**src/hw/rtl/nearest_palette_colour_top_defines.svh**
```systemverilog
// assertion macros for the nearest palette colour block
`ifndef NEAREST_PALETTE_COLOUR_TOP_DEFINES_SVH
`define NEAREST_PALETTE_COLOUR_TOP_DEFINES_SVH

// same-cycle implication, checked on every rising edge out of reset
`define NPC_ASSERT_SAME(label, ante, cons) \
    label: assert property (@(posedge clk) disable iff (!rst_n) (ante) |-> (cons)) \
        else $error("npc same-cycle check failed");

// next-cycle implication
`define NPC_ASSERT_NEXT(label, ante, cons) \
    label: assert property (@(posedge clk) disable iff (!rst_n) (ante) |=> (cons)) \
        else $error("npc next-cycle check failed");

`endif

```
**src/hw/rtl/npc_pkg.sv**
```systemverilog
// shared types and constants for the nearest palette colour block
package npc_pkg;

    localparam int unsigned PALETTE_DEPTH = 256;
    localparam int unsigned ADDR_W = (PALETTE_DEPTH > 1) ? $clog2(PALETTE_DEPTH) : 1;
    localparam int unsigned CNT_W = $clog2(PALETTE_DEPTH + 1);
    localparam int unsigned COMP_W = 8;
    localparam int unsigned METRIC_W = 20;
    localparam int unsigned COUNT_CFG_W = 9;

    localparam logic [9:0] RM_BIAS_R = 10'd512;
    localparam logic [9:0] RM_BIAS_B = 10'd767;

    localparam logic MODE_LOAD = 1'b0;
    localparam logic MODE_QUERY = 1'b1;

    typedef logic [ADDR_W-1:0] addr_t;
    typedef logic [CNT_W-1:0] cnt_t;
    typedef logic [7:0] index_t;
    typedef logic [METRIC_W-1:0] metric_t;

    typedef struct packed {
        logic [COMP_W-1:0] red;
        logic [COMP_W-1:0] green;
        logic [COMP_W-1:0] blue;
    } rgb_t;

    typedef struct packed {
        logic  valid;
        logic  last;
        addr_t idx;
    } tag_t;

endpackage

```
**src/hw/rtl/npc_metric.sv**
```systemverilog
// four-stage redmean metric pipeline between a pixel and one palette entry
module npc_metric
(
    input  logic            clk,
    input  logic            rst_n,
    input  npc_pkg::rgb_t   pixel,
    input  npc_pkg::rgb_t   entry,
    input  npc_pkg::tag_t   tag_in,
    output npc_pkg::tag_t   tag_out,
    output npc_pkg::metric_t metric
);

    logic [8:0] red_sum;
    logic [7:0] rm;
    logic [7:0] dr;
    logic [7:0] dg;
    logic [7:0] db;

    npc_pkg::tag_t tag_s1_reg;
    npc_pkg::tag_t tag_s2_reg;
    npc_pkg::tag_t tag_s3_reg;
    npc_pkg::tag_t tag_out_reg;

    logic [9:0]  wr_s1_reg;
    logic [9:0]  wb_s1_reg;
    logic [7:0]  dr_s1_reg;
    logic [7:0]  dg_s1_reg;
    logic [7:0]  db_s1_reg;

    logic [9:0]  wr_s2_reg;
    logic [9:0]  wb_s2_reg;
    logic [15:0] sqr_s2_reg;
    logic [15:0] sqg_s2_reg;
    logic [15:0] sqb_s2_reg;

    logic [25:0] pr_s3_reg;
    logic [25:0] pb_s3_reg;
    logic [17:0] tg_s3_reg;

    npc_pkg::metric_t metric_reg;

    assign red_sum = {1'b0, pixel.red} + {1'b0, entry.red};
    assign rm = red_sum[8:1];
    assign dr = (pixel.red >= entry.red) ? (pixel.red - entry.red) : (entry.red - pixel.red);
    assign dg = (pixel.green >= entry.green) ? (pixel.green - entry.green)
                                             : (entry.green - pixel.green);
    assign db = (pixel.blue >= entry.blue) ? (pixel.blue - entry.blue)
                                           : (entry.blue - pixel.blue);

    always_ff @(posedge clk or negedge rst_n)
    begin
        if (!rst_n)
        begin
            tag_s1_reg <= '0;
            tag_s2_reg <= '0;
            tag_s3_reg <= '0;
            tag_out_reg <= '0;
        end
        else
        begin
            tag_s1_reg <= tag_in;
            tag_s2_reg <= tag_s1_reg;
            tag_s3_reg <= tag_s2_reg;
            tag_out_reg <= tag_s3_reg;
        end
    end

    always_ff @(posedge clk)
    begin
        // weights and absolute differences
        wr_s1_reg <= npc_pkg::RM_BIAS_R + {2'b00, rm};
        wb_s1_reg <= npc_pkg::RM_BIAS_B - {2'b00, rm};
        dr_s1_reg <= dr;
        dg_s1_reg <= dg;
        db_s1_reg <= db;
        // squares
        wr_s2_reg <= wr_s1_reg;
        wb_s2_reg <= wb_s1_reg;
        sqr_s2_reg <= dr_s1_reg * dr_s1_reg;
        sqg_s2_reg <= dg_s1_reg * dg_s1_reg;
        sqb_s2_reg <= db_s1_reg * db_s1_reg;
        // weighted terms
        pr_s3_reg <= wr_s2_reg * sqr_s2_reg;
        pb_s3_reg <= wb_s2_reg * sqb_s2_reg;
        tg_s3_reg <= {sqg_s2_reg, 2'b00};
        // sum
        metric_reg <= npc_pkg::metric_t'(pr_s3_reg[25:8]) + npc_pkg::metric_t'(tg_s3_reg)
                    + npc_pkg::metric_t'(pb_s3_reg[25:8]);
    end

    assign tag_out = tag_out_reg;
    assign metric = metric_reg;

endmodule

```
**config.mk**
```make
export PLATFORM = sky130hd
export DESIGN_NAME = npc_metric
export DESIGN_NICKNAME = d
export VERILOG_FILES = /design/src/hw/rtl/nearest_palette_colour_top_defines.svh /design/src/hw/rtl/npc_pkg.sv /design/src/hw/rtl/npc_metric.sv
export SDC_FILE = /design/constraint.sdc
export NUM_CORES = 1
export LEC_CHECK = 0
export BUFFER_PORTS_ARGS = -buffer_cell sky130_fd_sc_hd__buf_4
export CAP_MARGIN = 30
export CORE_MARGIN = 5
export CORE_UTILIZATION = 45
export CTS_CLUSTER_DIAMETER = 30
export DETAILED_ROUTE_END_ITERATION = 12
export PLACE_DENSITY = 0.59
export SLEW_MARGIN = 20
export SYNTH_ARGS = -nofsm -noshare
export SYNTH_HDL_FRONTEND = slang
export SYNTH_SLANG_ARGS = --single-unit
```
**constraint.sdc**
```tcl
create_clock -name clk -period 6.6 [get_ports clk]
set_clock_uncertainty 0.1 [all_clocks]
set_input_delay 1.98 -clock clk [delete_from_list [all_inputs] [get_ports clk]]
set_output_delay 1.98 -clock clk [all_outputs]
set_load 0.005 [all_outputs]
```
* Word-level counts from Yosys, hierarchy flattened *
Cells that the tools add are included.

storage, ports and cells
  register bits after elaboration = 240
  input port bits = 60
  logic and storage cells = 48

operators by class
  multiply operators = 5
  mux-type cells = 3
  $add $sub $neg = 11
  $lt $le $gt $ge = 3

operators with widths
  operator                 number
  $mul A10 B16 Y26         2
  $mul A8 B8 Y16           3
  $sub A8 B8 Y8            6
  $ge A8 B8 Y1             3
  $mux W8                  3
  $add A19 B18 Y20         1
  $add A18 B18 Y19         1
  $add A10 B8 Y10 const A  1
  $sub A10 B8 Y10 const A  1
  $add A8 B8 Y9            1

* Longest topological paths before layout *
Gate-level depths: netlist of run 1.

  depth in word-level cells = 2
  depth in mapped cells = 20
  mapped depth without buffers = 19

* Worst setup path after synthesis of run 1 *
OpenSTA, ideal clock, no wires.

  path kind = register to register
  start = register wr_s2_reg[1]
  end = register pr_s3_reg[25]
  arrival = 5.029 ns
  slack = 1.399 ns
  setup time = 0.072 ns
  clock period less this slack = 5.201 ns
  stages on the path, launching flop included = 20
  buffers on the path = 1
  path through = dfxtp_1 clkbuf_1 nand2_1 fa_1 inv_1 fa_1 inv_1 fa_1 inv_1 fa_1 inv_1 fa_1 inv_1 ha_1 or3_4 o21a_1 o32ai_4 o21ai_0 a21oi_1 xnor2_1

between the ends
  longest elaborated chain between the ends = 1

ends and longest elaborated chain
  item                    line              source
  start, declared         npc_metric.sv:30  logic [9:0] wr_s2_reg;
  start signal, assigned  npc_metric.sv:77  wr_s2_reg <= wr_s1_reg;
  $mul A10 B16 Y26        npc_metric.sv:83  pr_s3_reg <= wr_s2_reg * sqr_s2_reg;
  end signal, assigned    npc_metric.sv:83
  end, declared           npc_metric.sv:36  logic [25:0] pr_s3_reg;

Every way passes these cells.

* Worst setup path in the final report of run 1 *
  start = register wb_s2_reg[2]
  end = register pb_s3_reg[17]

between the ends
  longest elaborated chain between the ends = 1

ends and longest elaborated chain
  item                    line              source
  start, declared         npc_metric.sv:31  logic [9:0] wb_s2_reg;
  start signal, assigned  npc_metric.sv:78  wb_s2_reg <= wb_s1_reg;
  $mul A10 B16 Y26        npc_metric.sv:84  pb_s3_reg <= wb_s2_reg * sqb_s2_reg;
  end signal, assigned    npc_metric.sv:84
  end, declared           npc_metric.sv:37  logic [25:0] pb_s3_reg;

Every way passes these cells.

==> results of run 1 <==
-- routing by layer --
layer  vias up  track usage
met5         -            0
met1      7053       0.2330
met2       231       0.2771
met3        61      0.02667
met4         0      0.04231
li1       7047            -
-- cell families after synthesis --
kind of cell,count (synthesis),share of synthesized area
compound gates,246,0.07809
xor+xnor,115,0.04766
fa+ha+maj,583,0.4446
buf+inv,429,0.07625
flops,212,0.2103
mux,26,0.01249
other cells,1,0.0001774
simple gates,534,0.1305
-- metrics by stage --
| step | instances | setup WS, ns | hold slack, ns |
|---|---|---|---|
| 2_1_floorplan | 2155 | 1.399 | 0.2096 |
| 3_3_place_gp | 2818 | 1.161 | 0.2114 |
| 3_5_place_dp | 2818 | 1.099 | 0.2121 |
| 4_1_cts | 2902 | 1.085 | 0.2232 |
| 5_1_grt | 2902 | 0.7808 | 0.2286 |
| 6_report | 2902 | 1.075 | 0.2228 |
-- final timing paths --
| kind | slack, ns | depth (start not counted) | startpoint | endpoint |
|---|---|---|---|---|
| max in group asynchronous | 4.77 | 1 | rst_n | tag_s1_reg[2]$_DFF_PN0_ |
| min in group asynchronous | 1.31 | 1 | rst_n | tag_out[4]$_DFF_PN0_ |
| worst min-delay path | 0.22 | 0 | sqg_s2_reg[2]$_DFF_P_ | tg_s3_reg[4]$_DFF_P_ |
| worst max-delay path | 1.08 | 17 | wb_s2_reg[2]$_DFF_P_ | pb_s3_reg[17]$_DFF_P_ |
| worst min register to register | 0.22 | 0 | sqg_s2_reg[2]$_DFF_P_ | tg_s3_reg[4]$_DFF_P_ |
| worst max register to register | 1.08 | 17 | wb_s2_reg[2]$_DFF_P_ | pb_s3_reg[17]$_DFF_P_ |
-- cell usage in the layout, fill, tap and decap left out, types with 7 or more instances in the layout --
master,netlist,routed
conb_1,1,10
nand2_1,193,193
a211oi_1,10,10
dfxtp_1,172,172
ha_1,303,303
a21oi_1,73,73
a31oi_1,8,8
dfrtp_1,40,40
nor3_1,10,10
and2_1,170,170
a21o_1,22,22
nand4_1,10,10
o21bai_1,18,18
nor2_1,42,42
mux2i_1,23,23
inv_1,394,394
a221oi_1,13,13
nor2b_1,22,22
o21a_1,14,14
buf_4,0,91
clkinv_2,0,7
nand3_1,22,22
or2_2,11,11
fa_1,280,280
o21ai_0,44,44
xor2_1,39,39
nand2b_1,17,17
clkbuf_1,30,8
xnor2_1,76,76
o211ai_1,12,12
and3_1,10,10
clkbuf_16,0,49
-- cells in the mapped netlist, types with 3 or more instances --
master | count | area [um^2]
nand3b_1 | 4 | 30.03
and2_1 | 170 | 1064
o21ba_2 | 3 | 30.03
o21ai_0 | 44 | 220.2
nor3b_1 | 3 | 22.52
a221oi_1 | 13 | 113.9
a211oi_1 | 10 | 75.07
nand2_1 | 193 | 724.4
o211ai_1 | 12 | 90.09
dfxtp_1 | 172 | 3443
inv_1 | 394 | 1479
ha_1 | 303 | 3791
a31oi_1 | 8 | 50.05
nand2b_1 | 17 | 106.4
o21bai_1 | 18 | 135.1
and3_1 | 10 | 62.56
nor3_1 | 10 | 50.05
a2111oi_0 | 4 | 35.03
fa_1 | 280 | 5605
nor2_1 | 42 | 157.7
nor2b_1 | 22 | 137.6
mux2_2 | 3 | 33.78
o21a_1 | 14 | 105.1
mux2i_1 | 23 | 230.2
a21oi_1 | 73 | 365.4
clkbuf_1 | 30 | 112.6
nand4_1 | 10 | 62.56
a21o_1 | 22 | 165.2
nand3_1 | 22 | 110.1
nor4_1 | 5 | 31.28
xor2_1 | 39 | 341.6
or2_2 | 11 | 68.82
dfrtp_1 | 40 | 1001
o31ai_1 | 4 | 30.03
xnor2_1 | 76 | 665.6
or4_1 | 3 | 22.52
buf_1 | 4 | 15.01
-- layout make-up --
cell class,count,area share
Clock buffer,61,0.05460
Sequential cell,212,0.1851
Timing Repair Buffer,91,0.02845
Multi-Input combinational cell,1514,0.6293
Clock inverter,23,0.009326
Inverter,394,0.06158
Tap cell,607,0.03163
-- critical path, delay by kind of cell, from the launching register on --
kind,cells,cell delay (ns)
compound gates,5,1.08
flops,1,0.68
fa+ha+maj,6,2.81
xor+xnor,1,0.15
simple gates,2,0.45
buf+inv,3,0.14
==> flow_metrics.py, run 1 <==
metrics = {
    "synthesis": {
        "syn_area_per_cell_um2": 9.849,
        "synth_cell_types": 62,
        "synth_flop_cell": "dfxtp_1",
        "yosysSeqAreaShare": 0.2103,
        "yosysWarnings": 0,
        "synth_seq_cells": 212,
        "netlist_instances": 2146,
        "synth-edff-count": 0,
        "synth_area_um2": 21140,
        "async_flop_share": 0.1887,
    },
    "timing": {
        "post-route-period-util": 0.8371,
        "finalSetupViolations": 0,
        "slew_violations": 0,
        "max_freq_ghz": 0.1810,
        "hold_viol_final": 0,
        "fin_tns_setup_ns": 0,
        "worst_pin_slew_ns": 0.7470,
        "grt_setup_unrepaired": "no",
        "period_minus_slack_ns": 5.525,
        "maxSlewHeadroom": 0.4955,
    },
    "place": {
        "post-dp-hpwl_um": 33960,
        "gp_congestion": 0.8489,
        "port_buffers": 89,
        "dpl_cell_area_um2": 22480,
    },
    "final_layout": {
        "largest_register_ffs": 20,
        "multi_input_area_um2": 15110,
        "drive_gt1_frac": 0.08410,
        "nets": 2902,
        "final_util": 0.5158,
        "area_delta_synth_final_pct": 13.62,
        "fillers": 4220,
        "seq_area_um2": 4444,
        "diodes": 0,
        "design_area_um2": 24010,
    },
    "global_route": {
        "gr-usage-all-layers": 0.1681,
        "grt_pass1_wl_um": 71700,
        "grt_overflow_total": 0,
        "grt_max_degree": 41,
        "grt_pass1_vias": 15220,
        "antenna_found_initial": 0,
    },
    "outcome": {
        "status": "complete, no violations",
    },
    "clock_network": {
        "cts_tree": "yes",
        "worst_skew_pair.late_latency_ns": 0.56,
        "numCtsBuffers": 46,
        "cts.path.max_buffers": 3,
        "cts.sinks": 212,
        "cts.clk_slew.worst_paths_ns": 0.05,
        "htreeDepth": 2,
        "postCtsHoldBufs": 0,
        "cts_resized": 0,
        "cts_setup_buffers": 0,
        "clockRootBuffer": "clkbuf_16",
    },
    "floorplanning": {
        "io_pins": 90,
        "fp.coreArea_um2": 46560,
        "rows": 79,
        "initial_core_util": 0.4540,
        "die_y_um": 226.7,
        "die_area_um2": 51400,
        "die_w_um": 226.7,
    },
    "detailed_routing": {
        "drtIter0Drc": 718,
        "drt_wl_total_um": 40880,
        "dr_wl_met2_um": 19130,
        "routedWlPerCell_um": 14.09,
        "drcViolationCount": 0,
        "ant_nets": 0,
        "num_vias": 14390,
        "wl_met1_um": 19190,
        "vias_per_cell": 4.959,
        "top_layer": "met4",
        "dr.pass1.iters": 5,
        "wl_met3_um": 1728,
    },
    "worst_setup_path": {
        "cpPeakStageDelay_ns": 0.68,
        "cp.arrival_ns": 5.86,
        "critPathKind": "reg2reg",
        "cpMostUsedCell": "fa_1",
        "cp_slowest_cell": "dfxtp_1",
        "cp.required_ns": 6.93,
        "path_max_fanout": 15,
        "path_cells": "nand2_1 > fa_1 > inv_1 > fa_1 > fa_1 > fa_1 > inv_1 > fa_1 > inv_1 > ha_1 > a21oi_1 > a21oi_1 > a221o_1 > o21ai_0 > nor2b_1 > o21ai_0 > xnor2_1",
        "crit_path_end_kind": "flop",
        "worst_setup_path_start_kind": "flop",
    },
    "worst_hold_path": {
        "hp-class": "reg2reg",
    },
    "flow_run": {
        "max-cap-violations": 0,
    },
}
Power of run 1 is left out: the tool's default activity adds up to more than one toggle a clock period on the data nets, which glitch-free logic cannot reach.
==> run 2: changes to the inputs <==
--- a/config.mk
+++ b/config.mk
@@ -11,7 +11,7 @@
 export CORE_UTILIZATION = 45
 export CTS_CLUSTER_DIAMETER = 30
 export DETAILED_ROUTE_END_ITERATION = 12
-export PLACE_DENSITY = 0.59
+export PLACE_DENSITY = 0.62
 export SLEW_MARGIN = 20
 export SYNTH_ARGS = -nofsm -noshare
 export SYNTH_HDL_FRONTEND = slang
==> constraint.sdc (replaced) <==
create_clock -name clk -period 4.65 [get_ports clk]
set_clock_uncertainty 0.1 [all_clocks]
set_input_delay 1.395 -clock clk [delete_from_list [all_inputs] [get_ports clk]]
set_output_delay 1.395 -clock clk [all_outputs]
set_load 0.005 [all_outputs]
==> run 2 against run 1 <==
Compared with the run above:
- the flow now finishes with violations (setup timing)
- clock-buffer cell count shrank 10
- non-clock buffer count rose by 159
- sequential share of layout area fell by 1.1 points
- critical path depth is 2 higher
- global-route usage is 1.0 points higher
- cell area rose by 8.3%
- setup slack got worse by 1.5 ns
- routed wire length is 7.6% higher
- largest cell class unchanged
- highest routed layer unchanged
==> flow_metrics.py, run 2 (synthesis gave the netlist of run 1 again) <==
metrics = {
    "outcome": {
        "status": "finished, violations left",
        "violations": "setup timing",
    },
    "worst_setup_path": {
        "cp.arrival_ns": 5.42,
        "cp_slowest_cell": "fa_1",
        "worst_setup_path_start_kind": "flop",
        "r2r-end": "pr_s3_reg[22]$_DFF_P_",
        "cpMostUsedCell": "fa_1",
        "worst-r2r-setup-slack_ns": -0.38,
        "cp.required_ns": 5.05,
        "path_cells": "buf_4 > nand2_2 > fa_1 > inv_1 > fa_1 > inv_1 > fa_1 > inv_1 > fa_1 > inv_1 > fa_1 > inv_2 > ha_4 > or3_4 > o21a_4 > o32ai_4 > o31ai_4 > a221oi_2 > xnor2_1",
        "rr_startpoint": "sqr_s2_reg[6]$_DFF_P_",
        "crit_path_end_kind": "flop",
        "reg2regPathDepth": 19,
        "critPathLaunch": "sqr_s2_reg[6]$_DFF_P_",
        "critPathKind": "reg2reg",
        "cp-endpoint": "pr_s3_reg[22]$_DFF_P_",
        "path_max_fanout": 5,
        "cpPeakStageDelay_ns": 0.49,
    },
    "final_layout": {
        "drive_gt1_frac": 0.1963,
        "design_area_um2": 26020,
        "area_delta_synth_final_pct": 23.11,
        "layout_commonest_cell": "inv_1",
        "largest_register_ffs": 20,
        "layout_common_cells": "inv_1 (383), ha_1 (286), fa_1 (275)",
        "nets": 3063,
    },
    "floorplanning": {
        "fp.coreArea_um2": 46560,
        "die_area_um2": 51400,
        "io_pins": 90,
        "die_w_um": 226.7,
        "initial_core_util": 0.4540,
        "die_y_um": 226.7,
        "rows": 79,
    },
    "clock_network": {
        "cts.path.max_buffers": 3,
        "htreeDepth": 2,
        "cts.sinks": 212,
        "numCtsBuffers": 48,
        "cts.clk_slew.worst_paths_ns": 0.05,
        "clockRootBuffer": "clkbuf_16",
        "cts_tree": "yes",
        "worst_skew_pair.late_latency_ns": 0.57,
    },
    "detailed_routing": {
        "drt_wl_total_um": 43980,
        "drtIter0Drc": 586,
        "ant_nets": 0,
        "routedWlPerCell_um": 14.33,
        "vias_per_cell": 4.906,
        "dr.pass1.iters": 5,
        "drcViolationCount": 0,
        "num_vias": 15050,
    },
    "timing": {
        "hold_viol_final": 0,
        "post-route-period-util": 1.081,
        "slew_violations": 0,
        "period_minus_slack_ns": 5.026,
        "max_freq_ghz": 0.1990,
        "timing.final.ws_setup_ns": -0.3756,
        "grt_setup_unrepaired": "yes",
        "maxSlewHeadroom": 0.6031,
        "worst_pin_slew_ns": 0.5892,
        "finalSetupViolations": 23,
    },
    "global_route": {
        "antenna_found_initial": 1,
        "grt_pass1_vias": 16190,
        "grt_max_degree": 41,
        "grt_overflow_total": 0,
        "gr-usage-all-layers": 0.1783,
        "grt_pass1_wl_um": 76250,
    },
    "place": {
        "gp_congestion": 0.8764,
        "post-dp-hpwl_um": 36570,
        "dpl_cell_area_um2": 23690,
        "port_buffers": 89,
        "post-place-ws_ns": -0.5214,
    },
    "flow_run": {
        "max-cap-violations": 0,
    },
    "worst_hold_path": {
        "hp-class": "reg2reg",
    },
}
## run 2: changes by cell type in the layout (fill, tap and decap cells not counted), sizes merged
cell and change:
bufinv +4, inv +9, clkbuf -9, clkinvlp +3
diode +1, buf +158
## run 2: area by class of cell
class	instances	area, um^2
Multi-Input combinational cell	1514	15590
Fill cell	4022	20540
Clock inverter	39	488.0
Inverter	394	1479
Timing Repair Buffer	250	1944
Tap cell	607	759.5
Sequential cell	212	4529
Clock buffer	51	1222
Antenna cell	1	2.502
## run 2: metrics by stage
step	setup TNS, ns	hold slack [ns]	util	std cells
5_1_grt	-9.334	0.2271	0.5588	3067
4_1_cts	-4.958	0.2222	0.5521	3059
3_5_place_dp	-8.960	0.2127	0.5089	2957
6_report	-5.298	0.2182	0.5589	3068
2_1_floorplan	-1.103	0.2095	-	2155
3_3_place_gp	-6.599	0.2117	0.5089	2957
## run 2: metal layers
layer  vias to the layer above  GRT usage  share of wire
li1                       7393          -              -
met4                         0    0.04502          0.020
met3                        61    0.02654          0.045
met1                      7343     0.2476           0.47
met2                       254     0.2948           0.46
met5                         -          0              0
## run 2: how the worst min path moves through the flow
stage | from | to | slack, ns | cells past startpoint
CTS | sqg_s2_reg[13]$_DFF_P_ | tg_s3_reg[15]$_DFF_P_ | 0.22 | 0
global route | sqg_s2_reg[13]$_DFF_P_ | tg_s3_reg[15]$_DFF_P_ | 0.23 | 0
global placement | sqg_s2_reg[14]$_DFF_P_ | tg_s3_reg[16]$_DFF_P_ | 0.21 | 0
floorplan | wb_s1_reg[1]$_DFF_P_ | wb_s2_reg[1]$_DFF_P_ | 0.21 | 0
detailed placement | wr_s1_reg[2]$_DFF_P_ | wr_s2_reg[2]$_DFF_P_ | 0.21 | 0
finish | sqg_s2_reg[13]$_DFF_P_ | tg_s3_reg[15]$_DFF_P_ | 0.22 | 0
## run 2: worst max-delay path, delay by kind of cell, from the launching register on
kind / cells / cell delay [ns]
flops: 1 / 0.36
compound gates: 4 / 1.02
xor+xnor: 1 / 0.15
simple gates: 2 / 0.39
fa+ha+maj: 6 / 2.57
buf+inv: 6 / 0.36
## run 2: timing repair
action	in CTS	in global routing
endpoints found under the setup margin	28	34
pin swaps	30	55
resized for setup	72	67
gates cloned	0	0
buffers inserted	12	10
hold buffers	0	0
Power of run 2 is left out for the same reason.
==> run 3: changes to the inputs <==
--- a/config.mk
+++ b/config.mk
@@ -7,12 +7,10 @@
 export LEC_CHECK = 0
 export BUFFER_PORTS_ARGS = -buffer_cell sky130_fd_sc_hd__buf_4
 export CAP_MARGIN = 30
-export CORE_MARGIN = 5
 export CORE_UTILIZATION = 45
 export CTS_CLUSTER_DIAMETER = 30
 export DETAILED_ROUTE_END_ITERATION = 12
 export PLACE_DENSITY = 0.62
-export SLEW_MARGIN = 20
 export SYNTH_ARGS = -nofsm -noshare
 export SYNTH_HDL_FRONTEND = slang
 export SYNTH_SLANG_ARGS = --single-unit
==> constraint.sdc (replaced) <==
create_clock -name clk -period 4.21 [get_ports clk]
set_clock_uncertainty 0.1 [all_clocks]
set_input_delay 1.263 -clock clk [delete_from_list [all_inputs] [get_ports clk]]
set_output_delay 1.263 -clock clk [all_outputs]
set_load 0.005 [all_outputs]
==> run 3 against run 2 <==
Compared with the run above:
- routed wire length rose by 5.3%
- non-clock buffer count grew 100
- die area is 6.9% lower
- largest cell class unchanged
- highest routed layer unchanged
- critical path depth decreased by 2
- setup slack worse by 0.37 ns
- via count increased by 2.4%
- clock-buffer cell count up 8
- sequential share of layout area shrank 0.79 points
- flip-flop and latch count unchanged
- core utilization rose by 3.5 points
- register-to-register slack lost 0.37 ns
- final cell count rose by 3.3%
- the flow still finishes with violations (setup timing)
==> flow_metrics.py, run 3 (synthesis gave the netlist of run 1 again) <==
metrics = {
    "worst_setup_path": {
        "cp.arrival_ns": 5.35,
        "worst_setup_path_start_kind": "flop",
        "reg2regPathDepth": 17,
        "crit_path_end_kind": "flop",
        "worst-r2r-setup-slack_ns": -0.75,
        "r2r-end": "pr_s3_reg[22]$_DFF_P_",
        "rr_startpoint": "sqr_s2_reg[9]$_DFF_P_",
        "critPathKind": "reg2reg",
        "path_max_fanout": 5,
        "cp.required_ns": 4.61,
    },
    "detailed_routing": {
        "vias_per_cell": 4.863,
        "dr.pass1.iters": 5,
        "ant_nets": 0,
        "drtIter0Drc": 595,
        "routedWlPerCell_um": 14.61,
        "drt_wl_total_um": 46300,
        "drcViolationCount": 0,
        "num_vias": 15410,
    },
    "timing": {
        "finalSetupViolations": 36,
        "timing.final.ws_setup_ns": -0.7467,
        "grt_setup_unrepaired": "yes",
        "slew_violations": 0,
        "max_freq_ghz": 0.2017,
        "period_minus_slack_ns": 4.957,
        "hold_viol_final": 0,
        "fin_tns_setup_ns": -17.36,
        "worst_pin_slew_ns": 0.5590,
        "maxSlewHeadroom": 0.6256,
        "post-route-period-util": 1.177,
    },
    "floorplanning": {
        "die_w_um": 218.7,
        "io_pins": 90,
        "fp.coreArea_um2": 46460,
        "die_y_um": 218.7,
        "rows": 79,
        "die_area_um2": 47840,
        "initial_core_util": 0.4549,
    },
    "clock_network": {
        "postCtsHoldBufs": 0,
        "htreeDepth": 2,
        "clockRootBuffer": "clkbuf_16",
        "worst_skew_pair.late_latency_ns": 0.60,
        "cts.path.max_buffers": 3,
        "cts.sinks": 212,
        "cts.clk_slew.worst_paths_ns": 0.05,
        "cts_tree": "yes",
        "numCtsBuffers": 50,
    },
    "final_layout": {
        "final_util": 0.5935,
        "diodes": 0,
        "layout_commonest_cell": "inv_1",
        "stdcell_count": 3169,
        "fillers": 3898,
        "area_delta_synth_final_pct": 30.45,
        "largest_register_ffs": 20,
        "drive_gt1_frac": 0.2724,
        "layout_common_cells": "inv_1 (372), buf_4 (320), ha_1 (267)",
        "nets": 3165,
    },
    "worst_hold_path": {
        "hp-start": "sqg_s2_reg[12]$_DFF_P_",
        "hold_path_depth": 0,
        "min_to": "tg_s3_reg[14]$_DFF_P_",
        "hp-class": "reg2reg",
    },
    "outcome": {
        "violations": "setup timing",
        "status": "finished, violations left",
    },
    "global_route": {
        "grt_pass1_vias": 16260,
        "grt_pass1_wl_um": 76910,
        "grt_overflow_total": 0,
        "antenna_found_initial": 1,
        "gr-usage-all-layers": 0.1986,
        "grt_max_degree": 41,
    },
    "place": {
        "dp_cells": 3045,
        "post-dp-hpwl_um": 37430,
        "port_buffers": 89,
        "gp_congestion": 0.8842,
    },
    "flow_run": {
        "max-cap-violations": 0,
    },
}
-- run 3: cell count changes in the layout (fill, tap and decap cells not counted), sizes merged --
cell,previous run,this run
buf,249,350
inv,409,398
clkinvlp,7,5
diode,1,0
bufinv,6,9
clkinv,11,15
clkbuf,52,59
-- run 3: repair_timing --
item,in CTS,in global routing
endpoints found under the setup margin,41,47
pin swaps,63,117
gates resized for setup,127,160
setup buffers,14,23
hold endpoints to repair,0,0
-- run 3: cell type report --
type                            instances  area [um^2]  share of cell area
Sequential cell                       212         4582              0.1662
Tap cell                              607        759.5             0.02755
Multi-Input combinational cell       1514        16130              0.5849
Inverter                              394         1479             0.05364
Clock buffer                           59         1388             0.05033
Clock inverter                         33        485.5             0.01761
Timing Repair Buffer                  350         2751             0.09979
-- run 3: worst max-delay path, stage by stage (launching register included) --
cell,delay (ns)
dfxtp_4,0.36
buf_4,0.14
and2_4,0.13
fa_1,0.48
fa_1,0.57
fa_1,0.44
fa_1,0.51
inv_1,0.06
fa_1,0.50
inv_2,0.05
ha_4,0.22
buf_4,0.14
nand3b_1,0.11
a21oi_2,0.09
o32ai_4,0.42
o31ai_4,0.12
a221oi_2,0.28
xnor2_1,0.15
-- run 3: worst max path at each step --
| stage | cells past startpoint | slack [ns] | to | from |
|---|---|---|---|---|
| global placement | 17 | -0.83 | pb_s3_reg[25]$_DFF_P_ | wb_s2_reg[5]$_DFF_P_ |
| detailed placement | 19 | -0.91 | pb_s3_reg[25]$_DFF_P_ | sqb_s2_reg[7]$_DFF_P_ |
| global route | 18 | -0.90 | pr_s3_reg[22]$_DFF_P_ | wr_s2_reg[3]$_DFF_P_ |
| finish | 17 | -0.75 | pr_s3_reg[22]$_DFF_P_ | sqr_s2_reg[9]$_DFF_P_ |
| CTS | 16 | -0.81 | pr_s3_reg[22]$_DFF_P_ | wr_s2_reg[1]$_DFF_P_ |
| floorplan | 20 | -0.60 | pb_s3_reg[25]$_DFF_P_ | wb_s2_reg[1]$_DFF_P_ |
-- run 3: metal layers --
metal  GRT usage  vias up  wire length [um]
met1      0.2652     7525             21500
met3     0.02853       58              1713
li1            -     7569                 -
met4     0.06435        0              1026
met5           0        -                 0
met2      0.3300      260             22050
-- run 3: metrics by stage --
stage | cell area, um^2 | worst slack (ns) | hold slack (ns)
finish | 27570 | -0.7467 | 0.2086
global route | 27570 | -0.9046 | 0.2143
global placement | 24390 | -0.8330 | 0.2129
CTS | 26820 | -0.8110 | 0.2029
detailed placement | 24390 | -0.9083 | 0.2121
floorplan | 21440 | -0.6012 | 0.2095
Power of run 3 is left out for the same reason.
